--- config.mk ---
export PLATFORM = sky130hd
export DESIGN_NAME = sccb_register_master
export DESIGN_NICKNAME = d
export VERILOG_FILES = /design/src/hdl/sccb_pkg.sv /design/src/hdl/sccb_seq.sv /design/src/hdl/sccb_outbuf.sv /design/src/hdl/sccb_register_master.sv
export SDC_FILE = /design/constraint.sdc
export NUM_CORES = 1
export LEC_CHECK = 0
export ABC_AREA = 1
export BUFFER_PORTS_ARGS = -buffer_cell sky130_fd_sc_hd__buf_2
export CAP_MARGIN = 20
export CORE_ASPECT_RATIO = 1.4
export CORE_MARGIN = 2
export CORE_UTILIZATION = 25
export CTS_CLUSTER_DIAMETER = 100
export DETAILED_ROUTE_END_ITERATION = 8
export PLACE_DENSITY = 0.44
export SYNTH_ARGS = -nofsm -noshare
export SYNTH_HDL_FRONTEND = slang
export SYNTH_HIERARCHICAL = 1
export SYNTH_SLANG_ARGS = --single-unit
export TNS_END_PERCENT = 5
--- constraint.sdc ---
create_clock -name clk -period 6.34 [get_ports clk]
set_input_delay 1.902 -clock clk [delete_from_list [all_inputs] [get_ports clk]]
set_output_delay 1.902 -clock clk [all_outputs]
set_load 0.05 [all_outputs]
--- src/hdl/sccb_pkg.sv ---
package sccb_pkg;

	// Bus sequencer phases.
	typedef enum logic [2:0] {
		PH_IDLE,
		PH_START,
		PH_WBIT,
		PH_ACK,
		PH_STOP,
		PH_RBIT,
		PH_NOACK
	} phase_t;

	// Commands carried by a request.
	localparam logic CMD_WRITE = 1'b0;
	localparam logic CMD_READ  = 1'b1;

	// Byte positions within a transaction.
	localparam logic [1:0] BYTE_ID    = 2'd0;
	localparam logic [1:0] BYTE_ADDR  = 2'd1;
	localparam logic [1:0] BYTE_THIRD = 2'd2;
	localparam logic [1:0] BYTE_READ  = 2'd3;

	// Slot counts: eight bits of two slots each, and the last start or stop slot.
	localparam logic [3:0] BIT_SLOT_LAST  = 4'd15;
	localparam logic [3:0] EDGE_SLOT_LAST = 4'd2;

	// Register reset value and the bit that turns a write id into a read id.
	localparam logic [7:0] DEV_ID_RESET = 8'd66;
	localparam logic [7:0] READ_ID_BIT  = 8'h01;

	// One result: line levels and status for one tick.
	typedef struct packed {
		logic       scl;
		logic       sda;
		logic       drive;
		logic       busy;
		logic       done;
		logic       nack;
		logic [7:0] read_data;
	} result_t;

endpackage

--- src/hdl/sccb_seq.sv ---
module sccb_seq (
	input  logic                clk,
	input  logic                arst_n,
	input  logic                step,
	input  logic                start_request,
	input  logic                command,
	input  logic [7:0]          register_address,
	input  logic [7:0]          write_data,
	input  logic                sda_in,
	input  logic                cfg_write,
	input  logic [7:0]          cfg_data,
	output sccb_pkg::result_t   result
);

	sccb_pkg::phase_t phase_q, phase_d;
	logic [3:0] bit_count_q, bit_count_d;
	logic [1:0] byte_index_q, byte_index_d;
	logic [7:0] shift_out_q, shift_out_d;
	logic [7:0] shift_in_q, shift_in_d;
	logic       nack_seen_q, nack_seen_d;
	logic       cmd_q, cmd_d;
	logic [7:0] addr_q, addr_d;
	logic [7:0] data_q, data_d;
	logic [7:0] dev_id_q;
	logic       slot;

	// Byte sent at a given position of the transaction.
	function automatic logic [7:0] byte_for(input logic [1:0] idx, input logic cmd,
			input logic [7:0] id, input logic [7:0] addr, input logic [7:0] data);
		logic [7:0] b;
		if (idx == sccb_pkg::BYTE_ID) begin
			b = id;
		end else if (idx == sccb_pkg::BYTE_ADDR) begin
			b = addr;
		end else if (cmd == sccb_pkg::CMD_READ) begin
			b = id | sccb_pkg::READ_ID_BIT;
		end else begin
			b = data;
		end
		return b;
	endfunction

	// Device id register.
	always_ff @(posedge clk or negedge arst_n) begin
		if (!arst_n) begin
			dev_id_q <= sccb_pkg::DEV_ID_RESET;
		end else if (cfg_write) begin
			dev_id_q <= cfg_data;
		end
	end

	// Sequencer state, advanced once per accepted tick.
	always_ff @(posedge clk or negedge arst_n) begin
		if (!arst_n) begin
			phase_q      <= sccb_pkg::PH_IDLE;
			bit_count_q  <= '0;
			byte_index_q <= '0;
			shift_out_q  <= '0;
			shift_in_q   <= '0;
			nack_seen_q  <= 1'b0;
			cmd_q        <= 1'b0;
			addr_q       <= '0;
			data_q       <= '0;
		end else if (step) begin
			phase_q      <= phase_d;
			bit_count_q  <= bit_count_d;
			byte_index_q <= byte_index_d;
			shift_out_q  <= shift_out_d;
			shift_in_q   <= shift_in_d;
			nack_seen_q  <= nack_seen_d;
			cmd_q        <= cmd_d;
			addr_q       <= addr_d;
			data_q       <= data_d;
		end
	end

	// Next state and line levels for the current tick.
	always_comb begin
		phase_d      = phase_q;
		bit_count_d  = bit_count_q;
		byte_index_d = byte_index_q;
		shift_out_d  = shift_out_q;
		shift_in_d   = shift_in_q;
		nack_seen_d  = nack_seen_q;
		cmd_d        = cmd_q;
		addr_d       = addr_q;
		data_d       = data_q;
		result       = '{scl: 1'b1, sda: 1'b1, drive: 1'b1, busy: 1'b1,
				done: 1'b0, nack: 1'b0, read_data: 8'd0};

		// An idle tick either stays idle or latches a new request.
		if (phase_q == sccb_pkg::PH_IDLE) begin
			if (!start_request) begin
				result.busy = 1'b0;
			end else begin
				cmd_d        = command;
				addr_d       = register_address;
				data_d       = write_data;
				byte_index_d = sccb_pkg::BYTE_ID;
				nack_seen_d  = 1'b0;
				shift_in_d   = '0;
				phase_d      = sccb_pkg::PH_START;
				bit_count_d  = '0;
			end
		end

		slot = bit_count_d[0];
		unique case (phase_d)
			sccb_pkg::PH_START: begin
				result.scl = (bit_count_d < sccb_pkg::EDGE_SLOT_LAST);
				result.sda = (bit_count_d == 4'd0);
				if (bit_count_d >= sccb_pkg::EDGE_SLOT_LAST) begin
					phase_d     = sccb_pkg::PH_WBIT;
					bit_count_d = '0;
					shift_out_d = byte_for(byte_index_d, cmd_d, dev_id_q, addr_d, data_d);
				end else begin
					bit_count_d = bit_count_d + 4'd1;
				end
			end
			sccb_pkg::PH_WBIT: begin
				result.scl = slot;
				result.sda = shift_out_d[7];
				if (slot) begin
					shift_out_d = {shift_out_d[6:0], 1'b0};
				end
				if (bit_count_d == sccb_pkg::BIT_SLOT_LAST) begin
					phase_d     = sccb_pkg::PH_ACK;
					bit_count_d = '0;
				end else begin
					bit_count_d = bit_count_d + 4'd1;
				end
			end
			sccb_pkg::PH_ACK: begin
				result.drive = 1'b0;
				result.scl   = slot;
				if (!slot) begin
					bit_count_d = 4'd1;
				end else begin
					if (sda_in) begin
						nack_seen_d = 1'b1;
					end
					if (cmd_d == sccb_pkg::CMD_READ && byte_index_d == sccb_pkg::BYTE_THIRD) begin
						phase_d      = sccb_pkg::PH_RBIT;
						bit_count_d  = '0;
						byte_index_d = sccb_pkg::BYTE_READ;
						shift_in_d   = '0;
					end else if ((cmd_d == sccb_pkg::CMD_WRITE &&
							byte_index_d == sccb_pkg::BYTE_THIRD) ||
							(cmd_d == sccb_pkg::CMD_READ &&
							byte_index_d == sccb_pkg::BYTE_ADDR)) begin
						phase_d     = sccb_pkg::PH_STOP;
						bit_count_d = '0;
					end else begin
						byte_index_d = byte_index_d + 2'd1;
						phase_d      = sccb_pkg::PH_WBIT;
						bit_count_d  = '0;
						shift_out_d  = byte_for(byte_index_d, cmd_d, dev_id_q, addr_d, data_d);
					end
				end
			end
			sccb_pkg::PH_STOP: begin
				result.scl = (bit_count_d != 4'd0);
				result.sda = (bit_count_d >= sccb_pkg::EDGE_SLOT_LAST);
				if (bit_count_d >= sccb_pkg::EDGE_SLOT_LAST) begin
					if (cmd_d == sccb_pkg::CMD_WRITE || byte_index_d == sccb_pkg::BYTE_READ) begin
						result.done = 1'b1;
						if (cmd_d == sccb_pkg::CMD_READ) begin
							result.read_data = shift_in_d;
						end else begin
							result.nack = nack_seen_d;
						end
						phase_d     = sccb_pkg::PH_IDLE;
						bit_count_d = '0;
					end else begin
						// Repeated start for the read half.
						byte_index_d = sccb_pkg::BYTE_THIRD;
						phase_d      = sccb_pkg::PH_START;
						bit_count_d  = '0;
					end
				end else begin
					bit_count_d = bit_count_d + 4'd1;
				end
			end
			sccb_pkg::PH_RBIT: begin
				result.drive = 1'b0;
				result.scl   = slot;
				if (slot) begin
					shift_in_d = {shift_in_d[6:0], sda_in};
				end
				if (bit_count_d == sccb_pkg::BIT_SLOT_LAST) begin
					phase_d     = sccb_pkg::PH_NOACK;
					bit_count_d = '0;
				end else begin
					bit_count_d = bit_count_d + 4'd1;
				end
			end
			sccb_pkg::PH_NOACK: begin
				result.scl = slot;
				result.sda = 1'b1;
				if (slot) begin
					phase_d     = sccb_pkg::PH_STOP;
					bit_count_d = '0;
				end else begin
					bit_count_d = 4'd1;
				end
			end
			default: begin
			end
		endcase
	end

	// The bit counter is always cleared while idle.
	a_idle_count: assert property (@(posedge clk) disable iff (!arst_n)
		phase_q == sccb_pkg::PH_IDLE |-> bit_count_q == 4'd0)
		else $error("bit counter not cleared in idle");

	// A finishing tick is always part of a transaction.
	a_done_busy: assert property (@(posedge clk) disable iff (!arst_n)
		step && result.done |-> result.busy)
		else $error("done without busy");

	// Nack and read data never come from the same transaction.
	a_nack_read: assert property (@(posedge clk) disable iff (!arst_n)
		step && result.nack |-> result.read_data == 8'd0)
		else $error("nack reported on a read");

	// The data line is released only while a transaction runs.
	a_release_busy: assert property (@(posedge clk) disable iff (!arst_n)
		step && !result.drive |-> result.busy && phase_q != sccb_pkg::PH_IDLE)
		else $error("data line released while idle");

endmodule

--- src/hdl/sccb_outbuf.sv ---
module sccb_outbuf (
	input  logic                clk,
	input  logic                arst_n,
	input  logic                push,
	input  sccb_pkg::result_t   push_data,
	output logic                space,
	output logic                out_valid,
	input  logic                out_ready,
	output sccb_pkg::result_t   out_data
);

	sccb_pkg::result_t entry_q [2];
	logic       wr_ptr_q;
	logic       rd_ptr_q;
	logic [1:0] count_q;
	logic       pop;

	assign space     = (count_q != 2'd2);
	assign out_valid = (count_q != 2'd0);
	assign pop       = out_valid && out_ready;
	assign out_data  = entry_q[rd_ptr_q];

	// Two-entry result store.
	always_ff @(posedge clk) begin
		if (push) begin
			entry_q[wr_ptr_q] <= push_data;
		end
	end

	// Pointers and fill count.
	always_ff @(posedge clk or negedge arst_n) begin
		if (!arst_n) begin
			wr_ptr_q <= 1'b0;
			rd_ptr_q <= 1'b0;
			count_q  <= 2'd0;
		end else begin
			if (push) begin
				wr_ptr_q <= ~wr_ptr_q;
			end
			if (pop) begin
				rd_ptr_q <= ~rd_ptr_q;
			end
			case ({push, pop})
				2'b10:   count_q <= count_q + 2'd1;
				2'b01:   count_q <= count_q - 2'd1;
				default: count_q <= count_q;
			endcase
		end
	end

	// The fill count never exceeds the depth.
	a_count_max: assert property (@(posedge clk) disable iff (!arst_n)
		count_q != 2'd3)
		else $error("result buffer count out of range");

	// A result is never stored into a full buffer.
	a_no_overflow: assert property (@(posedge clk) disable iff (!arst_n)
		push |-> count_q != 2'd2)
		else $error("result buffer overflow");

	// Pointers differ exactly when the buffer holds one entry.
	a_ptr_count: assert property (@(posedge clk) disable iff (!arst_n)
		(wr_ptr_q != rd_ptr_q) == (count_q == 2'd1))
		else $error("result buffer pointers disagree with count");

endmodule

--- src/hdl/sccb_register_master.sv ---
// Chan  Handshake            Fields
// in    in_valid/in_ready    start_request, command, register_address, write_data, sda_in
// out   out_valid/out_ready  scl_level, sda_level, sda_drive, busy_res, done_res, nack, read_data
// cfg   cfg_valid/cfg_ready  cfg_data (device write id)
//
// Each request is one bus tick, taken every cycle in_ready is set, and yields exactly one result.
// The sequencer state advances in the same cycle a request is accepted; the result lands in a
// two-entry buffer, so in_ready depends only on that buffer's fill count.
// A stalled output holds up to two results; in_ready drops only when both are waiting.
// Reset puts the sequencer in idle and sets the device write id to 66. The configuration port
// is always ready; the user must write it only while idle, which the block does not enforce.
module sccb_register_master (
	input  logic       clk,
	input  logic       arst_n,
	input  logic       in_valid,
	output logic       in_ready,
	input  logic       start_request,
	input  logic       command,
	input  logic [7:0] register_address,
	input  logic [7:0] write_data,
	input  logic       sda_in,
	output logic       out_valid,
	input  logic       out_ready,
	output logic       scl_level,
	output logic       sda_level,
	output logic       sda_drive,
	output logic       busy_res,
	output logic       done_res,
	output logic       nack,
	output logic [7:0] read_data,
	input  logic       cfg_valid,
	output logic       cfg_ready,
	input  logic [7:0] cfg_data
);

	sccb_pkg::result_t step_result;
	sccb_pkg::result_t out_result;
	logic              accept;

	assign cfg_ready = 1'b1;
	assign accept    = in_valid && in_ready;

	// Bus sequencer.
	sccb_seq u_seq (
		.clk              (clk),
		.arst_n           (arst_n),
		.step             (accept),
		.start_request    (start_request),
		.command          (command),
		.register_address (register_address),
		.write_data       (write_data),
		.sda_in           (sda_in),
		.cfg_write        (cfg_valid && cfg_ready),
		.cfg_data         (cfg_data),
		.result           (step_result)
	);

	// Result buffer between the sequencer and the output channel.
	sccb_outbuf u_outbuf (
		.clk       (clk),
		.arst_n    (arst_n),
		.push      (accept),
		.push_data (step_result),
		.space     (in_ready),
		.out_valid (out_valid),
		.out_ready (out_ready),
		.out_data  (out_result)
	);

	assign scl_level = out_result.scl;
	assign sda_level = out_result.sda;
	assign sda_drive = out_result.drive;
	assign busy_res  = out_result.busy;
	assign done_res  = out_result.done;
	assign nack      = out_result.nack;
	assign read_data = out_result.read_data;

endmodule
==> results.yml <==
status:
  outcome: "finished, final reports clean"
critical_path:
  reg2regPathDepth: 10
  worstSetupPathType: "input port to flop"
  path_max_fanout: 28
  r2r-end: "u_seq/shift_in_q[3]$_DFFE_PN0P_"
  cp-end-kind: "flop"
  cp-start-kind: "input port"
  r2r_slack_ns: 3.38
  crit-reg2reg-launch: "u_seq/phase_q[1]$_DFFE_PN0P_"
  worstPathRequired_ns: 6.58
  crit_arrival_ns: 4.25
cts:
  clock_sink_count: 83
  holdBufCountCts: 0
  clockBufferDepth: 2
  cts_setup_buffers: 0
  cts_root_buf: "clkbuf_16"
  cts_made_buffers: 9
  cts_resized: 0
  cts-htree-levels: 3
  tritoncts: "done"
  clock_latency_ns: 0.35
  path_clk_slew_ns: 0.07
place:
  dp.cells: 995
  dp_hpwl_um: 10300
  gp_congestion: 0.890
  placement.io_buffers: 47
  placed_area_um2: 5490
synth:
  synth_edf_count: 28
  synth_top_cell_area_share: 0.261
  yosysTopAreaCell: "dfrtp_1"
  syn_nets: 751
  ys_ff_latch: 83
  synth_top_family_by_area: "simple AND/OR/NAND/NOR gates"
  avgSynthCellArea_um2: 7.09
  synthArstFlopShare: 0.663
  yosys_warnings: 6
  synthTopCellsByArea: "dfrtp_1, nand2_1, edfxtp_1, o21ai_0, inv_1"
  synth_area_um2: 5080
  synth-compound-area-share: 0.127
  synthSimpleGateAreaFrac: 0.329
  ys_seq_area_frac: 0.437
  postSynthCellCount: 716
  ys_types: 40
  synthMuxAreaShare: 0
  ys.flop_type: "dfrtp_1"
  synthAdderAreaFrac: 0.00739
  synth-xor-area-share: 0.00345
layout:
  multiInputGateArea_um2: 2380
  final_cell_count_no_fill: 1011
  drive_gt1_frac: 0.132
  synthToLayoutAreaGrowth_pct: 15.0
  n_antenna_cell: 0
  final_nets: 789
  stdcell_area_um2: 5840
  fillers: 2213
  ff_latch_area_um2: 2220
routing:
  dr.pass1.iters: 5
  drc: 0
  num_vias: 4545
  drt_wl_total_um: 14100
  detail_route.wl_per_cell_um: 14.0
  drt_iter0_markers: 294
  vias_per_cell: 4.50
  antenna_left: 0
global_routing:
  antenna_found_initial: 0
  grt_pass1_vias: 4493
  overflow: 0
  grt_pass1_wl_um: 23100
  grt_max_degree: 56
  track_usage: 0.133
floorplanning:
  ios: 49
  core_um2: 19900
  start_util: 0.255
  dieArea_um2: 21500
  row_count: 61
  die_x_um: 124
  die_y_um: 173
sta:
  hold_violations: 0
  period_share: 0.632
  slew_viol_final: 0
  slew_headroom: 0.421
  rsz0062_at_grt: "false"
  setup_viol: 0
  worst_slew_pin_slew_ns: 0.865
  finClkSkew_ns: 0.00598
  fmax_mhz: 249
  fin_crit_ns: 4.01
  fin_setup_tns_ns: 0
power:
  p_leak_nw: 2.86
  total_power_w: 0.00313
  vdd_drop_max_uv: 171
  powerDensity_nw_per_um2: 536
run:
  max-cap-violations: 0
min_path:
  whs_path_depth: 2
  min-delay-start: "u_seq/shift_in_q[1]$_DFFE_PN0P_"
  hold-path-endpoint: "u_seq/shift_in_q[1]$_DFFE_PN0P_"
  hold_class: "flop to flop"
-- state kept, by name, indices dropped and copies added (netlist names), 2 cells and up --
name                count
u_seq/phase_q           3
u_seq/bit_count_q       4
u_seq/byte_index_q      2
u_seq/data_q            8
u_outbuf/entry_q       28
u_seq/shift_out_q       8
u_seq/dev_id_q          8
u_seq/shift_in_q        8
u_outbuf/count_q        2
u_seq/addr_q            8
-- worst max-delay path, cell delays in order --
cell and delay [ns]:
buf_2 0.38, nand3_4 0.38, nand2_2 0.41, inv_1 0.28
ha_1 0.31, nand4_1 0.18, nand2_1 0.07, nand2_1 0.08
nand4_1 0.09, nor2_1 0.10, nor2_1 0.04
-- kinds of logic (layout without fill, tap and decap cells) --
group           Yosys count  count (layout)
fa+ha+maj                 3               3
xor+xnor                  2               2
flops                    83              83
buf+inv                 108             151
simple gates            401             401
other cells               1               1
compound gates          118             118
-- cells in the mapped netlist (3+ instances only) --
master    count
ha_1          3
o21ai_0      74
inv_2         4
nor2_1       55
clkbuf_1      7
nor3_1        3
buf_6         5
nand2_2      16
nand3_1      38
inv_1        79
buf_4         3
nor2_2        3
nand2_1     270
dfrtp_1      53
edfxtp_1     28
buf_2         6
o211ai_1      7
a21oi_1      26
nand4_1      11
-- cell type report --
type / count / share of cell area
Inverter: 85 / 0.0557
Tap cell: 252 / 0.0540
Clock inverter: 7 / 0.0212
Clock buffer: 9 / 0.0385
Sequential cell: 83 / 0.380
Timing Repair Buffer: 50 / 0.0441
Multi-Input combinational cell: 525 / 0.407
-- placed cells by master (no fill, tap or decap), drive strengths merged --
| master | synthesis | routed |
|---|---|---|
| a21boi | 1 | 1 |
| a21oi | 26 | 26 |
| a31oi | 2 | 2 |
| buf | 16 | 50 |
| bufinv | 0 | 3 |
| clkbuf | 7 | 9 |
| clkinv | 1 | 2 |
| clkinvlp | 0 | 1 |
| conb | 1 | 1 |
| dfrtp | 53 | 53 |
| dfstp | 2 | 2 |
| edfxtp | 28 | 28 |
| ha | 3 | 3 |
| inv | 84 | 86 |
| nand2 | 286 | 286 |
| nand3 | 39 | 39 |
| nand3b | 1 | 1 |
| nand4 | 11 | 11 |
| nor2 | 60 | 60 |
| nor3 | 4 | 4 |
| o211ai | 8 | 8 |
| o21ai | 77 | 77 |
| o21bai | 1 | 1 |
| o22ai | 1 | 1 |
| o31ai | 1 | 1 |
| o32ai | 1 | 1 |
| xnor2 | 1 | 1 |
| xor2 | 1 | 1 |
-- how the worst max path moves through the flow --
stage	start	to	slack, ns	cells after the start
after floorplan	start_request	u_outbuf/entry_q[0][1]$_DFFE_PP_	2.73	14
after global placement	start_request	u_seq/phase_q[0]$_DFFE_PN0P_	1.98	11
after detailed placement	start_request	u_seq/phase_q[0]$_DFFE_PN0P_	1.98	11
after CTS	start_request	u_outbuf/entry_q[1][0]$_DFFE_PP_	2.35	12
after global routing	start_request	u_seq/phase_q[0]$_DFFE_PN0P_	2.10	11
final	start_request	u_seq/phase_q[0]$_DFFE_PN0P_	2.33	11
-- routing by layer --
layer,up-vias,GRT usage,share of wire
met1,2076,0.163,0.45
met5,-,0,0
li1,2374,-,-
met2,76,0.234,0.50
met4,0,0.0515,0.020
met3,19,0.0207,0.031
-- power breakdown --
group          leakage, nW  internal, W  switching [W]
Sequential           0.914     0.000766       0.000139
Combinational         1.78     0.000444        0.00117
Clock                0.167     0.000388       0.000231
-- metrics by stage --
| step | utilization | setup WS (ns) | hold slack (ns) |
|---|---|---|---|
| global placement | 0.276 | 1.98 | 0.469 |
| global route | 0.293 | 2.10 | 0.514 |
| CTS | 0.293 | 2.35 | 0.487 |
| finish | 0.293 | 2.33 | 0.482 |
| detailed placement | 0.276 | 1.98 | 0.470 |
| floorplan | - | 2.73 | 0.449 |
Power figures use the tool's default switching activity.
